==> src/nsfe_pkg.sv <==
// ----------------------------------------------------------------------------
// nsfe_pkg
// Shared constants and types for the NMEA sentence field extractor.
// ----------------------------------------------------------------------------
package nsfe_pkg;

  localparam int MAX_DIGITS_DEF = 10;
  localparam int MAX_FIELDS_DEF = 31;

  localparam int HEADER_W = 40;
  localparam logic [HEADER_W-1:0] HEADER_RESET = 40'h474E524D43;  // "GNRMC"

  localparam int MANT_W = 35;
  localparam int FNUM_W = 5;
  localparam int FRAC_W = 4;
  localparam int PAIR_W = 7;
  localparam int TDATA_W = 80;

  localparam logic [7:0] CH_DOLLAR = 8'h24;
  localparam logic [7:0] CH_STAR   = 8'h2A;
  localparam logic [7:0] CH_PLUS   = 8'h2B;
  localparam logic [7:0] CH_COMMA  = 8'h2C;
  localparam logic [7:0] CH_MINUS  = 8'h2D;
  localparam logic [7:0] CH_POINT  = 8'h2E;
  localparam logic [7:0] CH_ZERO   = 8'h30;
  localparam logic [7:0] CH_NINE   = 8'h39;
  localparam logic [7:0] CH_SPACE  = 8'h20;
  localparam logic [7:0] CH_LC_Z   = 8'h7A;

  typedef struct packed {
    logic absorb;
    logic clear;
  } nsfe_ctrl_t;

  typedef struct packed {
    logic signed [MANT_W-1:0] mantissa;
    logic [FRAC_W-1:0]        frac;
    logic [7:0]               lead;
    logic [PAIR_W-1:0]        pair_first;
    logic [PAIR_W-1:0]        pair_second;
    logic [PAIR_W-1:0]        pair_third;
    logic                     empty;
    logic                     overflow;
  } nsfe_field_t;

endpackage

==> src/nsfe_field_acc.sv <==
// ----------------------------------------------------------------------------
// nsfe_field_acc
// Per-field accumulator: number value, fraction count, lead character and
// the three two-digit pairs of the field being received.
// ----------------------------------------------------------------------------
module nsfe_field_acc #(
  parameter int MAX_DIGITS = nsfe_pkg::MAX_DIGITS_DEF
) (
  input  logic                 clk,
  input  logic                 rst,
  input  nsfe_pkg::nsfe_ctrl_t ctrl,
  input  logic [7:0]           rx_char,
  output nsfe_pkg::nsfe_field_t field
);
  import nsfe_pkg::*;

  localparam int ACC_W  = 4 * MAX_DIGITS;
  localparam int DCNT_W = $clog2(MAX_DIGITS + 1);

  logic [3:0]        char_pos, char_pos_next;
  logic [ACC_W-1:0]  acc, acc_next;
  logic [DCNT_W-1:0] dcnt, dcnt_next;
  logic [DCNT_W-1:0] frac, frac_next;
  logic              minus, minus_next;
  logic              point, point_next;
  logic              stopped, stopped_next;
  logic              ovf, ovf_next;
  logic [7:0]        lead, lead_next;
  logic [PAIR_W-1:0] pv [3];
  logic [PAIR_W-1:0] pv_next [3];
  logic [2:0]        blk, blk_next;

  logic                     dig;
  logic [3:0]               d;
  logic [ACC_W+MANT_W-1:0]  acc_ext;
  logic [MANT_W-1:0]        mag;

  always_comb begin
    dig = rx_char inside {[CH_ZERO:CH_NINE]};
    d   = dig ? 4'(rx_char - CH_ZERO) : 4'd0;

    char_pos_next = char_pos;
    acc_next      = acc;
    dcnt_next     = dcnt;
    frac_next     = frac;
    minus_next    = minus;
    point_next    = point;
    stopped_next  = stopped;
    ovf_next      = ovf;
    lead_next     = lead;
    blk_next      = blk;
    for (int j = 0; j < 3; j++) begin
      pv_next[j] = pv[j];
    end

    if (ctrl.clear) begin
      char_pos_next = '0;
      acc_next      = '0;
      dcnt_next     = '0;
      frac_next     = '0;
      minus_next    = 1'b0;
      point_next    = 1'b0;
      stopped_next  = 1'b0;
      ovf_next      = 1'b0;
      lead_next     = '0;
      blk_next      = '0;
      for (int j = 0; j < 3; j++) begin
        pv_next[j] = '0;
      end
    end else if (ctrl.absorb) begin
      if (char_pos == 4'd0) begin
        lead_next = rx_char;
      end
      for (int j = 0; j < 3; j++) begin
        if (char_pos[3:1] == 3'(j)) begin
          if (!char_pos[0]) begin
            pv_next[j]  = PAIR_W'(d);
            blk_next[j] = !dig;
          end else if (!blk[j] && dig) begin
            pv_next[j] = PAIR_W'((pv[j] << 3) + (pv[j] << 1) + PAIR_W'(d));
          end
        end
      end
      if (!stopped) begin
        if (char_pos == 4'd0 && (rx_char == CH_MINUS || rx_char == CH_PLUS)) begin
          minus_next = (rx_char == CH_MINUS);
        end else if (dig) begin
          if (!point && acc == '0 && d == 4'd0) begin
            acc_next = acc;  // leading zero
          end else if (dcnt < DCNT_W'(MAX_DIGITS)) begin
            acc_next  = (acc << 3) + (acc << 1) + ACC_W'(d);
            dcnt_next = dcnt + 1'b1;
            if (point) begin
              frac_next = frac + 1'b1;
            end
          end else begin
            ovf_next = 1'b1;
          end
        end else if (rx_char == CH_POINT && !point) begin
          point_next = 1'b1;
        end else begin
          stopped_next = 1'b1;
        end
      end
      if (char_pos != 4'd15) begin
        char_pos_next = char_pos + 1'b1;
      end
    end
  end

  always_ff @(posedge clk) begin
    if (rst) begin
      char_pos <= '0;
      acc      <= '0;
      dcnt     <= '0;
      frac     <= '0;
      minus    <= 1'b0;
      point    <= 1'b0;
      stopped  <= 1'b0;
      ovf      <= 1'b0;
      lead     <= '0;
      blk      <= '0;
      for (int j = 0; j < 3; j++) begin
        pv[j] <= '0;
      end
    end else begin
      char_pos <= char_pos_next;
      acc      <= acc_next;
      dcnt     <= dcnt_next;
      frac     <= frac_next;
      minus    <= minus_next;
      point    <= point_next;
      stopped  <= stopped_next;
      ovf      <= ovf_next;
      lead     <= lead_next;
      blk      <= blk_next;
      for (int j = 0; j < 3; j++) begin
        pv[j] <= pv_next[j];
      end
    end
  end

  always_comb begin
    acc_ext = {{MANT_W{1'b0}}, acc};
    mag     = acc_ext[MANT_W-1:0];
    field.mantissa    = minus ? -$signed(mag) : $signed(mag);
    field.frac        = FRAC_W'(frac);
    field.lead        = lead;
    field.pair_first  = pv[0];
    field.pair_second = pv[1];
    field.pair_third  = pv[2];
    field.empty       = (char_pos == 4'd0);
    field.overflow    = ovf;
  end

endmodule

==> src/nmea_sentence_field_extractor.sv <==
// ----------------------------------------------------------------------------
// nmea_sentence_field_extractor
// Finds '$' plus a configured five-character header in a byte stream and
// reports each comma-separated field with its decoded value and pairs.
// ----------------------------------------------------------------------------
// A field result appears in the cycle after its closing delimiter.
// Throughput: one byte per cycle; the output register is refilled while
// being drained, so tready only drops when a result waits unaccepted.
// Reset: synchronous rst returns to waiting for '$' and restores the
// header register to GNRMC.
module nmea_sentence_field_extractor #(
  parameter int MAX_DIGITS = nsfe_pkg::MAX_DIGITS_DEF,
  parameter int MAX_FIELDS = nsfe_pkg::MAX_FIELDS_DEF
) (
  input  logic                           clk,
  input  logic                           rst,
  input  logic                           cfg_we,
  input  logic [nsfe_pkg::HEADER_W-1:0]  cfg_wdata,
  input  logic                           s_axis_tvalid,
  output logic                           s_axis_tready,
  input  logic [7:0]                     s_axis_tdata,   // rx_byte
  output logic                           m_axis_tvalid,
  input  logic                           m_axis_tready,
  // field_number, value_mantissa, fraction_digits, lead_char, pair_first,
  // pair_second, pair_third, field_empty, digits_overflow, zero pad
  output logic [nsfe_pkg::TDATA_W-1:0]   m_axis_tdata,
  output logic                           m_axis_tlast    // last_field
);
  import nsfe_pkg::*;

  localparam int FIELD_W = $clog2(MAX_FIELDS + 1);

  localparam logic [1:0] PH_IDLE   = 2'd0;
  localparam logic [1:0] PH_HEADER = 2'd1;
  localparam logic [1:0] PH_FIELDS = 2'd2;

  logic [HEADER_W-1:0] header;
  logic [1:0]          phase, phase_next;
  logic [2:0]          hpos, hpos_next;
  logic [FIELD_W-1:0]  cur_field, cur_field_next;
  logic                out_valid;
  logic [TDATA_W-1:0]  out_data;
  logic                out_last;

  logic        accept;
  logic        term;
  logic        emit;
  logic        emit_last;
  logic [2:0]  hidx;
  logic [7:0]  want;
  nsfe_ctrl_t  ctrl;
  nsfe_field_t field;

  assign s_axis_tready = !out_valid || m_axis_tready;
  assign accept        = s_axis_tvalid && s_axis_tready;

  always_comb begin
    hidx = 3'd4 - hpos;
    want = header[{hidx, 3'b000} +: 8];
    term = (s_axis_tdata == CH_STAR) || (s_axis_tdata < CH_SPACE) ||
           (s_axis_tdata > CH_LC_Z);

    phase_next     = phase;
    hpos_next      = hpos;
    cur_field_next = cur_field;
    emit           = 1'b0;
    emit_last      = 1'b0;
    ctrl.absorb    = 1'b0;

    if (accept) begin
      if (s_axis_tdata == CH_DOLLAR) begin
        phase_next     = PH_HEADER;
        hpos_next      = '0;
        cur_field_next = '0;
      end else begin
        case (phase)
          PH_HEADER: begin
            if (s_axis_tdata == want) begin
              hpos_next = hpos + 1'b1;
              if (hpos == 3'd4) begin
                phase_next     = PH_FIELDS;
                cur_field_next = '0;
              end
            end else begin
              phase_next = PH_IDLE;
            end
          end
          PH_FIELDS: begin
            if (cur_field == '0) begin
              if (term) begin
                phase_next = PH_IDLE;
              end else if (s_axis_tdata == CH_COMMA) begin
                cur_field_next = FIELD_W'(1);
              end
            end else if (term) begin
              emit       = 1'b1;
              emit_last  = 1'b1;
              phase_next = PH_IDLE;
            end else if (s_axis_tdata == CH_COMMA) begin
              emit      = 1'b1;
              emit_last = (cur_field >= FIELD_W'(MAX_FIELDS));
              if (emit_last) begin
                phase_next = PH_IDLE;
              end else begin
                cur_field_next = cur_field + 1'b1;
              end
            end else begin
              ctrl.absorb = 1'b1;
            end
          end
          default: begin
            phase_next = phase;
          end
        endcase
      end
    end
    ctrl.clear = accept && !ctrl.absorb;
  end

  nsfe_field_acc #(
    .MAX_DIGITS(MAX_DIGITS)
  ) u_field_acc (
    .clk     (clk),
    .rst     (rst),
    .ctrl    (ctrl),
    .rx_char (s_axis_tdata),
    .field   (field)
  );

  always_ff @(posedge clk) begin
    if (rst) begin
      header    <= HEADER_RESET;
      phase     <= PH_IDLE;
      hpos      <= '0;
      cur_field <= '0;
      out_valid <= 1'b0;
    end else begin
      if (cfg_we) begin
        header <= cfg_wdata;
      end
      phase     <= phase_next;
      hpos      <= hpos_next;
      cur_field <= cur_field_next;
      if (emit) begin
        out_valid <= 1'b1;
      end else if (m_axis_tready) begin
        out_valid <= 1'b0;
      end
    end
  end

  always_ff @(posedge clk) begin
    if (emit) begin
      out_data <= {5'b0, field.overflow, field.empty, field.pair_third,
                   field.pair_second, field.pair_first, field.lead, field.frac,
                   field.mantissa, FNUM_W'(cur_field)};
      out_last <= emit_last;
    end
  end

  assign m_axis_tvalid = out_valid;
  assign m_axis_tdata  = out_data;
  assign m_axis_tlast  = out_last;

endmodule

==> config.mk <==
export PLATFORM = sky130hd
export DESIGN_NAME = nmea_sentence_field_extractor
export DESIGN_NICKNAME = d
export VERILOG_FILES = /design/src/nsfe_pkg.sv /design/src/nsfe_field_acc.sv /design/src/nmea_sentence_field_extractor.sv
export SDC_FILE = /design/constraint.sdc
export NUM_CORES = 1
export LEC_CHECK = 0
export ABC_CLOCK_PERIOD_IN_PS = 5800
export BUFFER_PORTS_ARGS = -buffer_cell sky130_fd_sc_hd__buf_4
export CELL_PAD_IN_SITES_DETAIL_PLACEMENT = 0
export CELL_PAD_IN_SITES_GLOBAL_PLACEMENT = 2
export CORE_AREA = 10 10 216 218
export CTS_CLUSTER_SIZE = 30
export DETAILED_ROUTE_END_ITERATION = 12
export DIE_AREA = 0 0 226 228
export PLACE_DENSITY = 0.65
export SYNTH_ARGS = -nofsm -noshare
export SYNTH_HDL_FRONTEND = slang
export SYNTH_SLANG_ARGS = --single-unit
==> constraint.sdc <==
create_clock -name clk -period 5.8 [get_ports clk]
set_clock_uncertainty 0.15 [all_clocks]
set_input_delay 0.58 -clock clk [delete_from_list [all_inputs] [get_ports clk]]
set_output_delay 0.58 -clock clk [all_outputs]
set_load 0.1 [all_outputs]
==> impl_metrics.xml <==
<?xml version="1.0" encoding="UTF-8"?>
<metrics>
  <group name="yosys">
    <metric name="dominantRegCellSynth" unit="">sky130_fd_sc_hd__dfxtp_1</metric>
    <metric name="syn_inst" unit="">1323</metric>
    <metric name="sequential_share_of_the_synthesized_area" unit="%">40.2</metric>
    <metric name="synth_area_leaders" unit="">sky130_fd_sc_hd__dfxtp_1, sky130_fd_sc_hd__edfxtp_1, sky130_fd_sc_hd__ha_1</metric>
    <metric name="syn-cell-area" unit="um^2">12600</metric>
    <metric name="synth.distinct_cells" unit="">79</metric>
    <metric name="yosysWarningCount" unit="">0</metric>
    <metric name="avgSynthCellArea" unit="um^2">9.51</metric>
    <metric name="synth.ff_latch_count" unit="">215</metric>
    <metric name="yosys.area.top_type_share" unit="%">22.1</metric>
    <metric name="synth_top_area_cell" unit="">sky130_fd_sc_hd__dfxtp_1</metric>
    <metric name="synth_enable_flop_cells" unit="">76</metric>
    <metric name="fraction_of_synthesis_flops_using_an_asynchronous_set_or_reset_pin" unit="%">0</metric>
  </group>
  <group name="drt">
    <metric name="detail_route.drc_violations" unit="">0</metric>
    <metric name="initialDrtViolationCount" unit="">505</metric>
    <metric name="routed_wire_length_per_instance" unit="um">17.5</metric>
    <metric name="postRouteWirelength" unit="mm">34.9</metric>
    <metric name="drt.antenna.violating_nets" unit="">0</metric>
    <metric name="routed-via-count" unit="">10000</metric>
    <metric name="post_drt_via_cell_ratio" unit="">5.00</metric>
    <metric name="detail_route.first_pass.iterations" unit="">5</metric>
  </group>
  <group name="placement">
    <metric name="port-buffer-count" unit="">130</metric>
    <metric name="detailed_place_hpwl" unit="mm">25.9</metric>
    <metric name="gp_congestion" unit="">0.798</metric>
  </group>
  <group name="grt">
    <metric name="grt_pass1_vias" unit="">10100</metric>
    <metric name="wire_length_of_the_first_global_routing_pass" unit="mm">56.7</metric>
    <metric name="grt_overflow_total" unit="">0</metric>
    <metric name="grt_antenna_before_repair" unit="">3</metric>
    <metric name="grt_max_degree" unit="">59</metric>
    <metric name="groute.usage.overall" unit="%">13.4</metric>
  </group>
  <group name="sta">
    <metric name="worst_pin_slew" unit="ns">1.05</metric>
    <metric name="setup_repair_after_global_routing_missed_its_margin" unit="">false</metric>
    <metric name="fmax" unit="MHz">224</metric>
    <metric name="slew_violations" unit="">0</metric>
    <metric name="fin_setup_tns" unit="ns">0</metric>
    <metric name="max-slew-margin-rel" unit="%">30.2</metric>
    <metric name="final_min_period_over_clock_period" unit="%">77.0</metric>
    <metric name="hold_violations" unit="">0</metric>
    <metric name="final.min_clock_period" unit="ns">4.47</metric>
    <metric name="setup_viol_count_final" unit="">0</metric>
  </group>
  <group name="pwr">
    <metric name="vdd.ir_drop.worst" unit="mV">0.210</metric>
    <metric name="power-per-cell-area" unit="nW/um^2">232</metric>
    <metric name="pwr-share-seq" unit="%">45.3</metric>
    <metric name="power_switching_share" unit="%">23.2</metric>
    <metric name="p_sw" unit="uW">808</metric>
    <metric name="leakage" unit="nW">6.28</metric>
    <metric name="overall_power" unit="mW">3.48</metric>
    <metric name="cellInternalPower" unit="mW">2.67</metric>
    <metric name="combinationalPowerShare" unit="%">4.3</metric>
    <metric name="clock_power_share" unit="%">50.3</metric>
  </group>
  <group name="final_layout">
    <metric name="layout-area-overhead-vs-synth" unit="%">19.2</metric>
    <metric name="fill_cells" unit="">4334</metric>
    <metric name="mostFrequentLayoutCells" unit="">sky130_fd_sc_hd__buf_4, sky130_fd_sc_hd__dfxtp_1, sky130_fd_sc_hd__a21oi_1</metric>
    <metric name="layout.nets" unit="">1600</metric>
    <metric name="mostFrequentLayoutCell" unit="">sky130_fd_sc_hd__buf_4</metric>
    <metric name="layout_cells_sized_above_1" unit="%">15.1</metric>
  </group>
  <group name="worst_setup_path">
    <metric name="critPathRequiredTime" unit="ns">6.15</metric>
    <metric name="ff2ff_path_depth" unit="">13</metric>
    <metric name="critical_path.startpoint_type" unit="">input pin</metric>
    <metric name="crit_slowest_cell" unit="">sky130_fd_sc_hd__o31ai_1</metric>
    <metric name="r2r_slack" unit="ns">1.79</metric>
    <metric name="crit_path_cell_trace" unit="">buf_4, or2_2, a21oi_1, nand2_1, fa_1, inv_1, ha_1, a21oi_1, nor2_1, o2111ai_1, and2_1, o311a_1, o31ai_1, a221oi_1, or4_1, nand3_1</metric>
    <metric name="setup.worst_path.end_class" unit="">flop</metric>
    <metric name="slowest_delay" unit="ns">0.53</metric>
    <metric name="critical_path.max_fanout" unit="">11</metric>
    <metric name="timing.rr.end" unit="">u_field_acc.acc[33]</metric>
    <metric name="critPathKind" unit="">in2reg</metric>
    <metric name="critical_path.most_common_cell" unit="">sky130_fd_sc_hd__a21oi_1</metric>
    <metric name="cp.arrival" unit="ns">4.81</metric>
    <metric name="crit-reg2reg-launch" unit="">u_field_acc.acc[2]</metric>
  </group>
  <group name="cts">
    <metric name="cts_made_buffers" unit="">28</metric>
    <metric name="clock_insertion_delay_worst_skew" unit="ns">0.58</metric>
    <metric name="cts_hold_fix_bufs" unit="">0</metric>
    <metric name="cts_tree" unit="">built</metric>
    <metric name="tritoncts_num_sinks" unit="">215</metric>
    <metric name="clkSlewWorstSetupHoldPaths" unit="ns">0.06</metric>
    <metric name="postCtsSetupBuffers" unit="">0</metric>
    <metric name="cts.htree.levels" unit="">1</metric>
    <metric name="clk_path_buf_depth" unit="">3</metric>
    <metric name="cts_resized" unit="">0</metric>
    <metric name="root_cell_of_the_clock_tree" unit="">sky130_fd_sc_hd__clkbuf_16</metric>
  </group>
  <group name="run">
    <metric name="drv_cap" unit="">0</metric>
  </group>
  <group name="min_path">
    <metric name="holdCritStartpoint" unit="">cfg_wdata[6]</metric>
    <metric name="holdPathEnd" unit="">header[6]</metric>
    <metric name="holdPathStages" unit="">2</metric>
    <metric name="worstHoldPathType" unit="">in2reg</metric>
  </group>
  <group name="outcome">
    <metric name="run_status" unit="">finished clean</metric>
  </group>
  <group name="floorplanning">
    <metric name="boundaryPins" unit="">136</metric>
    <metric name="fp-row-count" unit="">76</metric>
    <metric name="die_h" unit="um">228</metric>
    <metric name="fp.dieArea" unit="um^2">51500</metric>
    <metric name="core_area" unit="um^2">42500</metric>
    <metric name="chipWidth" unit="um">226</metric>
    <metric name="initial_core_utilization" unit="%">29.6</metric>
  </group>
</metrics>
metrics by stage:
stage | util, % | worst slack (ns) | hold WS [ns] | cells | cell area, um^2
after CTS | 35.3 | 1.38 | 0.0116 | 1998 | 15000
after detailed placement | 33.1 | 0.809 | 0.270 | 1946 | 14100
after floorplan | - | 1.27 | 0.250 | 1327 | 12600
final | 35.3 | 1.33 | 0.0484 | 2000 | 15000
after global routing | 35.3 | 0.980 | 0.0131 | 2000 | 15000
after global placement | 33.1 | 0.886 | 0.258 | 1946 | 14100
routing by layer:
layer / global-route usage, % / routed length (um)
met5: 0 / 20
met4: 4.01 / 701
met3: 3.07 / 1920
met2: 20.7 / 15500
met1: 18.2 / 16800
final cells by class:
class,count,area [um^2],share of cell area (%)
Antenna cell,2,5.00,0.0333
Clock buffer,35,737,4.91
Clock inverter,17,196,1.31
Inverter,26,98.8,0.659
Multi-Input combinational cell,1016,7140,47.5
Sequential cell,215,5060,33.8
Tap cell,546,683,4.55
Timing Repair Buffer,143,1090,7.24
critical path: cells and delay by family:
kind | cells | cell delay, ns
adder cells (fa/ha/maj) | 2 | 0.79
AO/OA/AOI/OAI | 6 | 1.76
AND/OR/NAND/NOR | 6 | 1.46
buffers and inverters | 2 | 0.22
power groups by stage:
stage / registers, mW / logic (mW) / clock network (mW)
CTS: 1.58 / 0.153 / 1.81
finish: 1.58 / 0.151 / 1.75
global placement: 1.61 / 0.152 / 0
floorplan: 1.61 / 0.101 / 0
global route: 1.58 / 0.166 / 1.88
detailed placement: 1.61 / 0.152 / 0
how the worst max path moves through the flow:
stage	start	slack, ns	depth (start not counted)	endpoint
after floorplan	s_axis_tdata[1]	1.27	16	u_field_acc.acc[38]
after global placement	s_axis_tdata[2]	0.89	16	u_field_acc.acc[33]
after detailed placement	s_axis_tdata[2]	0.81	17	u_field_acc.acc[38]
after CTS	s_axis_tdata[2]	1.38	16	u_field_acc.acc[33]
after global routing	s_axis_tdata[2]	0.98	16	u_field_acc.acc[33]
final	s_axis_tdata[2]	1.33	16	u_field_acc.acc[33]
synthesized netlist by cell type, drive strengths merged (16+ instances only):
cell type / number
a211oi: 20
nand3: 41
a21o: 36
buf: 26
a21oi: 116
xnor2: 66
a31oi: 17
a211o: 25
nor3: 27
ha: 109
dfxtp: 139
o31ai: 16
nand2: 106
clkbuf: 44
o21ai: 55
mux2i: 40
nand2b: 17
nor2b: 33
edfxtp: 76
nor2: 109
inv: 26
xor2: 18
kinds of logic after synthesis:
kind of cell               Yosys count  synth area share, %
AOI/OAI and AO/OA                  345                 17.7
muxes                               46                 3.72
and+or+nand+nor                    419                 17.1
other                                1               0.0298
DFF                                215                 40.2
buffers and inverters               96                 3.25
xor gates and xnor gates            84                 5.84
adders and majority gates          117                 12.1
registers in the layout, summed over array words and instances, names as in the netlist, 2 cells and up:
signal and flops:
m_axis_tdata 75, header 40, u_field_acc.acc 40, u_field_acc.pv 21
u_field_acc.lead 8, cur_field 5, u_field_acc.char_pos 4, u_field_acc.dcnt 4
u_field_acc.frac 4, hpos 3, u_field_acc.blk 3, phase 2
Note: power is estimated with default switching activity, not from simulation.
